**src/hdl/gyi_pkg.sv**
```systemverilog
package gyi_pkg;

    localparam int CMD_W     = 3;
    localparam int RAW_W     = 16;
    localparam int TICK_W    = 32;
    localparam int YAW_W     = 48;
    localparam int BIAS_W    = 24;
    localparam int CNT_OUT_W = 9;
    localparam int STATUS_W  = 2;
    localparam int Q8_SH     = 8;

    localparam int MAX_CAL_SAMPLES_DEF = 256;

    // 256 / 131000 reduces to 32 / 16375
    localparam int SCALE_SH = 5;
    localparam int K_W      = 14;
    localparam logic [K_W-1:0] K_DIV = 14'd16375;

    // rate magnitude in q8 counts, product with the tick delta
    localparam int MAG_W  = BIAS_W + 1;
    localparam int PROD_W = MAG_W + TICK_W;

    // divider dividend window (even), bits above it preload the remainder
    localparam int DVD_W  = 50;
    localparam int PRE_W  = PROD_W + SCALE_SH - DVD_W;
    localparam int STEP_W = $clog2(DVD_W / 2 + 1);

    localparam logic [CMD_W-1:0] CMD_UPDATE     = 3'd0;
    localparam logic [CMD_W-1:0] CMD_CAL_BEGIN  = 3'd1;
    localparam logic [CMD_W-1:0] CMD_CAL_SAMPLE = 3'd2;
    localparam logic [CMD_W-1:0] CMD_CAL_FINISH = 3'd3;
    localparam logic [CMD_W-1:0] CMD_RESET_YAW  = 3'd4;
    localparam logic [CMD_W-1:0] CMD_INIT       = 3'd5;

    localparam logic [STATUS_W-1:0] STAT_OK         = 2'd0;
    localparam logic [STATUS_W-1:0] STAT_SKIP       = 2'd1;
    localparam logic [STATUS_W-1:0] STAT_NO_SAMPLES = 2'd2;
    localparam logic [STATUS_W-1:0] STAT_FULL       = 2'd3;

    typedef enum logic [1:0] {
        S_IDLE,
        S_MUL,
        S_DIV,
        S_APPLY
    } t_state;

endpackage

```
**src/hdl/gyi_mul.sv**
```systemverilog
module gyi_mul
    import gyi_pkg::*;
(
    input  logic              i_clk,
    input  logic              i_rst_n,
    input  logic              i_start,
    input  logic [MAG_W-1:0]  i_a,
    input  logic [TICK_W-1:0] i_b,
    output logic              o_done,
    output logic [PROD_W-1:0] o_prod
);

    localparam int STEPS = TICK_W / 2;
    localparam int CW    = $clog2(STEPS + 1);

    logic              r_busy;
    logic              r_done;
    logic [CW-1:0]     r_cnt;
    logic [MAG_W-1:0]  r_a;
    logic [MAG_W+1:0]  r_a3;
    logic [MAG_W-1:0]  r_acc;
    logic [TICK_W-1:0] r_lo;
    logic [TICK_W-1:0] r_b;

    logic [MAG_W+1:0]  addend;
    logic [MAG_W+1:0]  sum;

    // radix-4 shift-add, two product bits retire per cycle
    always_comb begin
        case (r_b[1:0])
            2'd0:    addend = '0;
            2'd1:    addend = (MAG_W+2)'(r_a);
            2'd2:    addend = (MAG_W+2)'({r_a, 1'b0});
            default: addend = r_a3;
        endcase
        sum = (MAG_W+2)'(r_acc) + addend;
    end

    always_ff @(posedge i_clk) begin
        if (!i_rst_n) begin
            r_busy <= 1'b0;
            r_done <= 1'b0;
            r_cnt  <= '0;
        end else begin
            r_done <= 1'b0;
            if (i_start) begin
                r_busy <= 1'b1;
                r_cnt  <= CW'(STEPS);
            end else if (r_busy) begin
                r_cnt <= r_cnt - 1'b1;
                if (r_cnt == CW'(1)) begin
                    r_busy <= 1'b0;
                    r_done <= 1'b1;
                end
            end
        end
    end

    always_ff @(posedge i_clk) begin
        if (i_start) begin
            r_a   <= i_a;
            r_a3  <= (MAG_W+2)'(i_a) + (MAG_W+2)'({i_a, 1'b0});
            r_acc <= '0;
            r_lo  <= '0;
            r_b   <= i_b;
        end else if (r_busy) begin
            r_acc <= sum[MAG_W+1:2];
            r_lo  <= {sum[1:0], r_lo[TICK_W-1:2]};
            r_b   <= {2'b00, r_b[TICK_W-1:2]};
        end
    end

    assign o_done = r_done;
    assign o_prod = {r_acc, r_lo};

endmodule

```
**src/hdl/gyi_div.sv**
```systemverilog
module gyi_div
    import gyi_pkg::*;
#(
    parameter int DIVR_W = K_W
) (
    input  logic              i_clk,
    input  logic              i_rst_n,
    input  logic              i_start,
    input  logic [DVD_W-1:0]  i_dvd,
    input  logic [DIVR_W-1:0] i_rem,
    input  logic [DIVR_W-1:0] i_dvs,
    input  logic [STEP_W-1:0] i_steps,
    output logic              o_done,
    output logic [DVD_W-1:0]  o_quo
);

    logic              r_busy;
    logic              r_done;
    logic [STEP_W-1:0] r_cnt;
    logic [DIVR_W-1:0] r_rem;
    logic [DVD_W-1:0]  r_dvd;
    logic [DVD_W-1:0]  r_quo;
    logic [DIVR_W+1:0] r_d1;
    logic [DIVR_W+1:0] r_d2;
    logic [DIVR_W+1:0] r_d3;

    logic [DIVR_W+1:0] trial;
    logic [DIVR_W+1:0] rem_full;
    logic [1:0]        digit;

    // radix-4 restoring step, remainder stays below the divisor
    always_comb begin
        trial = {r_rem, r_dvd[DVD_W-1 -: 2]};
        if (trial >= r_d3) begin
            digit    = 2'd3;
            rem_full = trial - r_d3;
        end else if (trial >= r_d2) begin
            digit    = 2'd2;
            rem_full = trial - r_d2;
        end else if (trial >= r_d1) begin
            digit    = 2'd1;
            rem_full = trial - r_d1;
        end else begin
            digit    = 2'd0;
            rem_full = trial;
        end
    end

    always_ff @(posedge i_clk) begin
        if (!i_rst_n) begin
            r_busy <= 1'b0;
            r_done <= 1'b0;
            r_cnt  <= '0;
        end else begin
            r_done <= 1'b0;
            if (i_start) begin
                r_busy <= 1'b1;
                r_cnt  <= i_steps;
            end else if (r_busy) begin
                r_cnt <= r_cnt - 1'b1;
                if (r_cnt == STEP_W'(1)) begin
                    r_busy <= 1'b0;
                    r_done <= 1'b1;
                end
            end
        end
    end

    always_ff @(posedge i_clk) begin
        if (i_start) begin
            r_rem <= i_rem;
            r_dvd <= i_dvd;
            r_quo <= '0;
            r_d1  <= (DIVR_W+2)'(i_dvs);
            r_d2  <= (DIVR_W+2)'({i_dvs, 1'b0});
            r_d3  <= (DIVR_W+2)'(i_dvs) + (DIVR_W+2)'({i_dvs, 1'b0});
        end else if (r_busy) begin
            r_rem <= rem_full[DIVR_W-1:0];
            r_dvd <= {r_dvd[DVD_W-3:0], 2'b00};
            r_quo <= {r_quo[DVD_W-3:0], digit};
        end
    end

    assign o_done = r_done;
    assign o_quo  = r_quo;

endmodule

```
**src/hdl/gyro_yaw_integrator.sv**
```systemverilog
// update with a good sample: multiply, then divide, then apply (16 multiply steps
// on the radix-4 shift-add unit, 25 steps of the radix-4 divider by 16375, control)
// calibration finish with samples: the divider alone, over the scaled sum
// others: apply only; one item in flight, the next is taken once the result is out
// synchronous active-low reset clears yaw, bias, last tick and the calibration gatherer
module gyro_yaw_integrator
    import gyi_pkg::*;
#(
    parameter int MAX_CAL_SAMPLES = MAX_CAL_SAMPLES_DEF
) (
    input  logic                       i_clk,
    input  logic                       i_rst_n,
    input  logic                       i_in_valid,
    output logic                       o_in_ready,
    input  logic [CMD_W-1:0]           i_command,
    input  logic signed [RAW_W-1:0]    i_gyro_raw,
    input  logic                       i_read_ok,
    input  logic [TICK_W-1:0]          i_tick_ms,
    output logic                       o_out_valid,
    input  logic                       i_out_ready,
    output logic signed [YAW_W-1:0]    o_yaw_q16,
    output logic signed [BIAS_W-1:0]   o_bias_q8,
    output logic [CNT_OUT_W-1:0]       o_cal_count,
    output logic [STATUS_W-1:0]        o_status
);

    localparam int CNT_W  = $clog2(MAX_CAL_SAMPLES + 1);
    localparam int SUM_W  = RAW_W + 1 + $clog2(MAX_CAL_SAMPLES);
    localparam int DIVR_W = (CNT_W > K_W) ? CNT_W : K_W;
    localparam int FIN_W  = ((SUM_W + Q8_SH + 1) / 2) * 2;
    localparam logic [STEP_W-1:0] UPD_STEPS = STEP_W'(DVD_W / 2);
    localparam logic [STEP_W-1:0] FIN_STEPS = STEP_W'(FIN_W / 2);
    localparam logic [YAW_W-1:0]  YAW_MAX   = {1'b0, {(YAW_W-1){1'b1}}};
    localparam logic [YAW_W-1:0]  YAW_MIN   = {1'b1, {(YAW_W-1){1'b0}}};

    t_state                    r_state;
    t_state                    n_state;

    logic [CMD_W-1:0]          r_cmd;
    logic signed [RAW_W-1:0]   r_raw;
    logic                      r_ok;
    logic [TICK_W-1:0]         r_tick;
    logic                      r_neg;

    logic signed [YAW_W-1:0]   r_yaw;
    logic signed [BIAS_W-1:0]  r_bias;
    logic [TICK_W-1:0]         r_last;
    logic signed [SUM_W-1:0]   r_sum;
    logic [CNT_W-1:0]          r_cnt;
    logic [STATUS_W-1:0]       r_status;
    logic                      r_out_valid;

    logic signed [YAW_W-1:0]   n_yaw;
    logic signed [BIAS_W-1:0]  n_bias;
    logic [TICK_W-1:0]         n_last;
    logic signed [SUM_W-1:0]   n_sum;
    logic [CNT_W-1:0]          n_cnt;
    logic [STATUS_W-1:0]       n_status;

    logic                      in_accept;
    logic                      out_free;
    logic                      mul_start;
    logic                      div_start;
    logic                      apply_en;

    logic signed [BIAS_W-1:0]  raw_q8;
    logic signed [MAG_W:0]     upd_diff;
    logic                      upd_neg;
    logic [MAG_W-1:0]          upd_mag;
    logic [TICK_W-1:0]         upd_dt;

    logic                      fin_neg;
    logic [SUM_W-1:0]          fin_mag;
    logic [DVD_W-1:0]          fin_dvd;

    logic                      mul_done;
    logic [PROD_W-1:0]         mul_prod;
    logic [PROD_W+SCALE_SH-1:0] p32;

    logic [DVD_W-1:0]          div_dvd;
    logic [DIVR_W-1:0]         div_rem;
    logic [DIVR_W-1:0]         div_dvs;
    logic [STEP_W-1:0]         div_steps;
    logic                      div_done;
    logic [DVD_W-1:0]          div_quo;

    logic [YAW_W+1:0]          inc_u;
    logic signed [YAW_W+1:0]   upd_inc;
    logic signed [YAW_W+1:0]   yaw_sum;
    logic signed [YAW_W-1:0]   yaw_sat;
    logic [BIAS_W-1:0]         q_bias;
    logic signed [BIAS_W-1:0]  fin_bias;

    assign o_in_ready = (r_state == S_IDLE);
    assign in_accept  = i_in_valid && o_in_ready;
    assign out_free   = !r_out_valid || i_out_ready;

    // operands for an update, from the item on the ports
    assign raw_q8   = {i_gyro_raw, {Q8_SH{1'b0}}};
    assign upd_diff = (MAG_W+1)'(raw_q8) - (MAG_W+1)'(r_bias);
    assign upd_neg  = upd_diff[MAG_W];
    assign upd_mag  = upd_neg ? MAG_W'(-upd_diff) : MAG_W'(upd_diff);
    assign upd_dt   = i_tick_ms - r_last;

    // operands for a calibration finish: |sum| * 256 left-aligned in the dividend
    assign fin_neg = r_sum[SUM_W-1];
    assign fin_mag = fin_neg ? SUM_W'(-r_sum) : SUM_W'(r_sum);
    assign fin_dvd = DVD_W'(fin_mag) << (DVD_W - FIN_W + Q8_SH);

    assign p32 = {mul_prod, {SCALE_SH{1'b0}}};

    always_comb begin
        if (r_state == S_IDLE) begin
            div_dvd   = fin_dvd;
            div_rem   = '0;
            div_dvs   = DIVR_W'(r_cnt);
            div_steps = FIN_STEPS;
        end else begin
            // top bits of the scaled product are below 16375, so they seed the remainder
            div_dvd   = p32[DVD_W-1:0];
            div_rem   = DIVR_W'(p32[PROD_W+SCALE_SH-1 -: PRE_W]);
            div_dvs   = DIVR_W'(K_DIV);
            div_steps = UPD_STEPS;
        end
    end

    gyi_mul u_mul (
        .i_clk   (i_clk),
        .i_rst_n (i_rst_n),
        .i_start (mul_start),
        .i_a     (upd_mag),
        .i_b     (upd_dt),
        .o_done  (mul_done),
        .o_prod  (mul_prod)
    );

    gyi_div #(
        .DIVR_W (DIVR_W)
    ) u_div (
        .i_clk   (i_clk),
        .i_rst_n (i_rst_n),
        .i_start (div_start),
        .i_dvd   (div_dvd),
        .i_rem   (div_rem),
        .i_dvs   (div_dvs),
        .i_steps (div_steps),
        .o_done  (div_done),
        .o_quo   (div_quo)
    );

    always_ff @(posedge i_clk) begin
        if (!i_rst_n) begin
            r_state <= S_IDLE;
        end else begin
            r_state <= n_state;
        end
    end

    always_comb begin
        n_state   = r_state;
        mul_start = 1'b0;
        div_start = 1'b0;
        apply_en  = 1'b0;
        unique case (r_state)
            S_IDLE: begin
                if (in_accept) begin
                    if (i_command == CMD_UPDATE && i_read_ok) begin
                        mul_start = 1'b1;
                        n_state   = S_MUL;
                    end else if (i_command == CMD_CAL_FINISH && r_cnt != '0) begin
                        div_start = 1'b1;
                        n_state   = S_DIV;
                    end else begin
                        n_state = S_APPLY;
                    end
                end
            end
            S_MUL: begin
                if (mul_done) begin
                    div_start = 1'b1;
                    n_state   = S_DIV;
                end
            end
            S_DIV: begin
                if (div_done) begin
                    n_state = S_APPLY;
                end
            end
            S_APPLY: begin
                if (out_free) begin
                    apply_en = 1'b1;
                    n_state  = S_IDLE;
                end
            end
            default: begin
                n_state = S_IDLE;
            end
        endcase
    end

    // yaw step with saturation to the 48-bit range
    assign inc_u   = (YAW_W+2)'(div_quo[YAW_W-1:0]);
    assign upd_inc = r_neg ? -inc_u : inc_u;
    assign yaw_sum = (YAW_W+2)'(r_yaw) + upd_inc;

    always_comb begin
        if (yaw_sum[YAW_W+1:YAW_W-1] == 3'b000 || yaw_sum[YAW_W+1:YAW_W-1] == 3'b111) begin
            yaw_sat = yaw_sum[YAW_W-1:0];
        end else if (yaw_sum[YAW_W+1]) begin
            yaw_sat = YAW_MIN;
        end else begin
            yaw_sat = YAW_MAX;
        end
    end

    assign q_bias   = div_quo[BIAS_W-1:0];
    assign fin_bias = r_neg ? -q_bias : q_bias;

    always_comb begin
        n_yaw    = r_yaw;
        n_bias   = r_bias;
        n_last   = r_last;
        n_sum    = r_sum;
        n_cnt    = r_cnt;
        n_status = STAT_OK;
        unique case (r_cmd)
            CMD_UPDATE: begin
                if (!r_ok) begin
                    n_status = STAT_SKIP;
                end else begin
                    n_yaw  = yaw_sat;
                    n_last = r_tick;
                end
            end
            CMD_CAL_BEGIN: begin
                n_sum = '0;
                n_cnt = '0;
            end
            CMD_CAL_SAMPLE: begin
                if (!r_ok) begin
                    n_status = STAT_SKIP;
                end else if (r_cnt >= CNT_W'(MAX_CAL_SAMPLES)) begin
                    n_status = STAT_FULL;
                end else begin
                    n_sum = r_sum + SUM_W'(r_raw);
                    n_cnt = r_cnt + 1'b1;
                end
            end
            CMD_CAL_FINISH: begin
                if (r_cnt == '0) begin
                    n_status = STAT_NO_SAMPLES;
                end else begin
                    n_bias = fin_bias;
                    n_yaw  = '0;
                    n_last = r_tick;
                end
            end
            CMD_RESET_YAW: begin
                n_yaw  = '0;
                n_last = r_tick;
            end
            CMD_INIT: begin
                n_yaw  = '0;
                n_bias = '0;
                n_last = r_tick;
            end
            default: begin
                n_status = STAT_OK;
            end
        endcase
    end

    // item fields held while it is worked on
    always_ff @(posedge i_clk) begin
        if (in_accept) begin
            r_cmd  <= i_command;
            r_raw  <= i_gyro_raw;
            r_ok   <= i_read_ok;
            r_tick <= i_tick_ms;
            r_neg  <= (i_command == CMD_UPDATE) ? upd_neg : fin_neg;
        end
    end

    // state changes only when the result register is free, so it doubles as output
    always_ff @(posedge i_clk) begin
        if (!i_rst_n) begin
            r_yaw       <= '0;
            r_bias      <= '0;
            r_last      <= '0;
            r_sum       <= '0;
            r_cnt       <= '0;
            r_out_valid <= 1'b0;
        end else if (apply_en) begin
            r_yaw       <= n_yaw;
            r_bias      <= n_bias;
            r_last      <= n_last;
            r_sum       <= n_sum;
            r_cnt       <= n_cnt;
            r_out_valid <= 1'b1;
        end else if (i_out_ready) begin
            r_out_valid <= 1'b0;
        end
    end

    always_ff @(posedge i_clk) begin
        if (apply_en) begin
            r_status <= n_status;
        end
    end

    assign o_out_valid = r_out_valid;
    assign o_yaw_q16   = r_yaw;
    assign o_bias_q8   = r_bias;
    assign o_cal_count = CNT_OUT_W'(r_cnt);
    assign o_status    = r_status;

endmodule

```
**config.mk**
```make
export PLATFORM = sky130hd
export DESIGN_NAME = gyro_yaw_integrator
export DESIGN_NICKNAME = d
export VERILOG_FILES = /design/src/hdl/gyi_pkg.sv /design/src/hdl/gyi_mul.sv /design/src/hdl/gyi_div.sv /design/src/hdl/gyro_yaw_integrator.sv
export SDC_FILE = /design/constraint.sdc
export NUM_CORES = 1
export LEC_CHECK = 0
export BUFFER_PORTS_ARGS = -buffer_cell sky130_fd_sc_hd__buf_2
export CAP_MARGIN = 20
export CORE_MARGIN = 2
export CORE_UTILIZATION = 63
export CTS_CLUSTER_DIAMETER = 100
export CTS_CLUSTER_SIZE = 24
export DETAILED_ROUTE_END_ITERATION = 7
export PLACE_DENSITY_LB_ADDON = 0.05
export SLEW_MARGIN = 20
export SYNTH_ARGS = -nofsm -noshare
export SYNTH_HDL_FRONTEND = slang
export SYNTH_SLANG_ARGS = --single-unit
```
**constraint.sdc**
```tcl
create_clock -name i_clk -period 7.63 [get_ports i_clk]
set_input_delay 1.526 -clock i_clk [delete_from_list [all_inputs] [get_ports i_clk]]
set_output_delay 1.526 -clock i_clk [all_outputs]
set_load 0.01 [all_outputs]
```
==> flow_summary.yaml <==
run_status:
  status: "completed"
worst_setup_path:
  critPathLaunchType: "input pin"
  cp_slowest_cell: "or4_1"
  arrival_ns: 7.34
  crit_required_ns: 7.96
  crit_chain: "buf_2 > ha_1 > a21oi_1 > o221ai_1 > o21ai_1 > a21oi_1 > o211ai_1 > a31o_1 > nand2_1 > xnor2_1 > ha_1 > inv_1 > fa_1 > nor2b_1 > o31ai_1 > a211oi_1 > o21ai_0 > a21oi_1 > a31oi_1 > or4_1 > a31oi_1 > a311o_1 > a21oi_2 > xnor2_1"
  worst-setup-path-type: "in -> reg"
  worstPathMaxFanout: 10
  cpPeakStageDelay_ns: 0.56
  critical_path.most_common_cell: "a21oi_1"
  end_kind: "register"
cts:
  clock-sinks: 477
  post_cts_buffers: 0
  clockBufferDepth: 3
  numCtsBuffers: 25
  clk_pin_slew_ns: 0.10
  clkLatencyLatePin_ns: 0.61
  cts_tree: "done"
  cts-htree-levels: 1
  cts-root-buf: "clkbuf_16"
  postCtsHoldBufs: 0
  cts-resized-gates: 0
finish:
  area_growth_pct: 6.37
  final_nets: 3861
  drive_gt1_frac: 0.0789
sta:
  rsz0062_at_grt: "no"
  fin_tns_setup_ns: 0
  max_freq_ghz: 0.143
  period_share: 0.919
  slew_viol_final: 0
  slew-limit-headroom: 0.230
  layout_setup_ws_ns: 0.617
  fin_crit_ns: 7.01
  fin_skew_ns: 0.0285
  hold_violations: 0
  setup_violations: 0
  tightest_slew_ns: 1.15
job:
  maxCapViolations: 0
synthesis:
  synth_top_flop_cell: "dfxtp_1"
  synth_top_area_frac: 0.210
  postSynthCellCount: 3535
  synth_seq_area_share: 0.377
  syn_area_um2: 31100
  yosysWarnings: 0
  synth_fp_nets: 3828
  avgSynthCellArea_um2: 8.80
  synth_edf_count: 217
  yosys_register_bits: 477
  ys_top_cells_by_area: "edfxtp_1, dfxtp_1, ha_1"
  yosysTopAreaCell: "edfxtp_1"
  synthArstFlopShare: 0
  yosys.cell_types.count: 89
placement:
  dpl.hpwl_um: 61200
  dp_slack_ns: 0.0790
  port-buffer-count: 140
  gp_congestion: 0.985
detailed_routing:
  post-route-drc-count: 0
  drt-total-wl_um: 82000
  antenna_left: 0
  vias_per_cell: 6.13
  drt-pass1-iter-count: 6
  drt_iter0_drc: 1864
  num_vias: 26083
  routedWlPerCell_um: 19.3
floorplan:
  num_rows: 81
  io-pin-count: 141
  die_area_um2: 51200
  die_w_um: 226
  die_h_um: 226
  initial_core_util: 0.637
  core_um2: 48800
grt:
  grt_pass1_vias: 24501
  antenna_found_initial: 8
  grt_max_degree: 100
  grt_usage: 0.312
  grt_pass1_wl_um: 129000
  overflow: 0
pwr:
  p_comb_frac: 0.336
  p_int_mw: 4.62
  clkPwrFrac: 0.215
  p_switching_mw: 2.57
  vdd_drop_max_v: 0.000206
  p_per_area_nw_per_um2: 217
  leakage_nw: 13.5
  p_seq_frac: 0.449
  switching_share: 0.357
min_path:
  hold_class: "reg -> reg"
## registers in the layout (all words and copies together), names as in the netlist, 16 cells and up
name and cells:
r_raw 16, u_mul.r_b 32, u_div.o_quo 48, u_div.r_dvd 45, u_mul.r_acc 25, o_yaw_q16 48, r_last 32, u_mul.r_lo 32
u_mul.r_a3 27, u_mul.r_a 24, o_bias_q8 24, r_tick 32, r_sum 25
## per-layer routing
metal	GRT usage	routed length (um)	vias to the layer above
li1	-	-	12730
met1	0.423	36500	12450
met2	0.513	37900	748
met3	0.0398	5000	149
met4	0.107	2590	6
met5	0	39	-
## cell families after synthesis
| family | synth area share |
|---|---|
| buffers and inverters | 0.0395 |
| AO/OA/AOI/OAI | 0.198 |
| flip-flops | 0.377 |
| adder cells (fa/ha/maj) | 0.0975 |
| AND/OR/NAND/NOR | 0.163 |
| XOR/XNOR | 0.0782 |
| multiplexers | 0.0472 |
## cells in the mapped netlist (all sizes together) (7+ instances only)
library cell and instances:
a21oi 262, fa 9, a21boi 19, a311oi 8
o21ai 269, o211ai 10, nand2 354, o41ai 14
a2111oi 8, o21bai 33, xor2 100, o21a 30
or4 15, mux2i 113, and3 19, a221oi 7
a31oi 30, xnor2 177, nor2 395, o31a 9
nor2b 45, buf 27, a22oi 51, edfxtp 217
a211oi 23, mux2 30, inv 155, clkbuf 134
or3 21, dfxtp 260, ha 228, nand4 32
and2 16, nand3 57, and4 7, o31ai 39
a22o 26, or2 19, nor4b 7, nand2b 42
nor3 48, nor4 14, a21o 89
## power by group through the flow
stage	sequential [mW]	clock [mW]	combinational, mW
final	3.23	1.54	2.41
after global routing	3.25	1.65	2.68
after CTS	3.22	1.57	2.40
after detailed placement	3.28	0	2.38
after global placement	3.27	0	2.29
after floorplan	3.20	0	1.86
## worst paths after layout
check                                startpoint  depth (start not counted)  slack [ns]             end
worst min register to register       r_last[20]                          2        0.46      r_last[20]
worst min-delay path                 r_last[20]                          2        0.46      r_last[20]
worst max-delay path              i_gyro_raw[7]                         24        0.62  u_mul.r_a3[25]
worst max register to register  u_div.o_quo[12]                         21        0.95   o_yaw_q16[22]
## metrics by stage
stage               utilization  total power [mW]  cells  hold slack (ns)  cell area [um^2]
finish                    0.677              7.19   4256            0.462             33100
global route              0.677              7.59   4254            0.474             33100
CTS                       0.676              7.19   4250            0.460             33000
detailed placement        0.660              5.66   4204            0.446             32300
global placement          0.660              5.56   4204            0.441             32300
floorplan                     -              5.06   3535            0.436             31100
## cells in the final DEF, fill, tap and decap left out, types with 10 or more instances in the layout
cell | synthesis | final
a21boi_0 | 15 | 15
clkbuf_1 | 134 | 13
nor4_1 | 13 | 13
a21o_1 | 89 | 89
o41ai_1 | 13 | 12
and3_1 | 19 | 19
o31ai_1 | 39 | 39
o21ai_1 | 56 | 56
a211oi_1 | 23 | 23
a21oi_1 | 261 | 261
and2_1 | 15 | 14
nor3_1 | 48 | 47
clkbuf_16 | 0 | 26
a22oi_1 | 50 | 49
o21bai_1 | 33 | 33
o21a_1 | 30 | 30
nand2b_1 | 42 | 41
inv_1 | 154 | 154
edfxtp_1 | 217 | 217
nor2_1 | 395 | 393
mux2_2 | 30 | 30
o21ai_0 | 213 | 212
nand2_1 | 354 | 354
dfxtp_1 | 260 | 258
xnor2_1 | 177 | 177
nand4_1 | 32 | 32
xor2_1 | 99 | 99
a31oi_1 | 30 | 29
or2_2 | 17 | 17
or4_1 | 15 | 15
o211ai_1 | 10 | 10
buf_4 | 2 | 26
or3_1 | 20 | 20
a22o_1 | 26 | 26
buf_2 | 11 | 140
ha_1 | 228 | 228
nor2b_1 | 45 | 45
mux2i_1 | 113 | 113
nand3_1 | 57 | 55
## critical path: cells and delay by family
family	cells	cell delay, ns
buffers and inverters	2	0.16
adder cells (fa/ha/maj)	3	1.01
AND/OR/NAND/NOR	3	0.85
AO/OA/AOI/OAI	14	3.36
XOR/XNOR	2	0.43
## layout make-up
type / count / area (um^2)
tap: 664 / 831
antenna: 5 / 12.5
clock buffer: 39 / 699
timing repair buffer: 167 / 923
sequential: 477 / 11700
fill: 4007 / 15800
inverter: 157 / 592
multi-input combinational: 2740 / 18200
clock inverter: 7 / 81.3
Note: power is estimated with default switching activity, not from simulation.
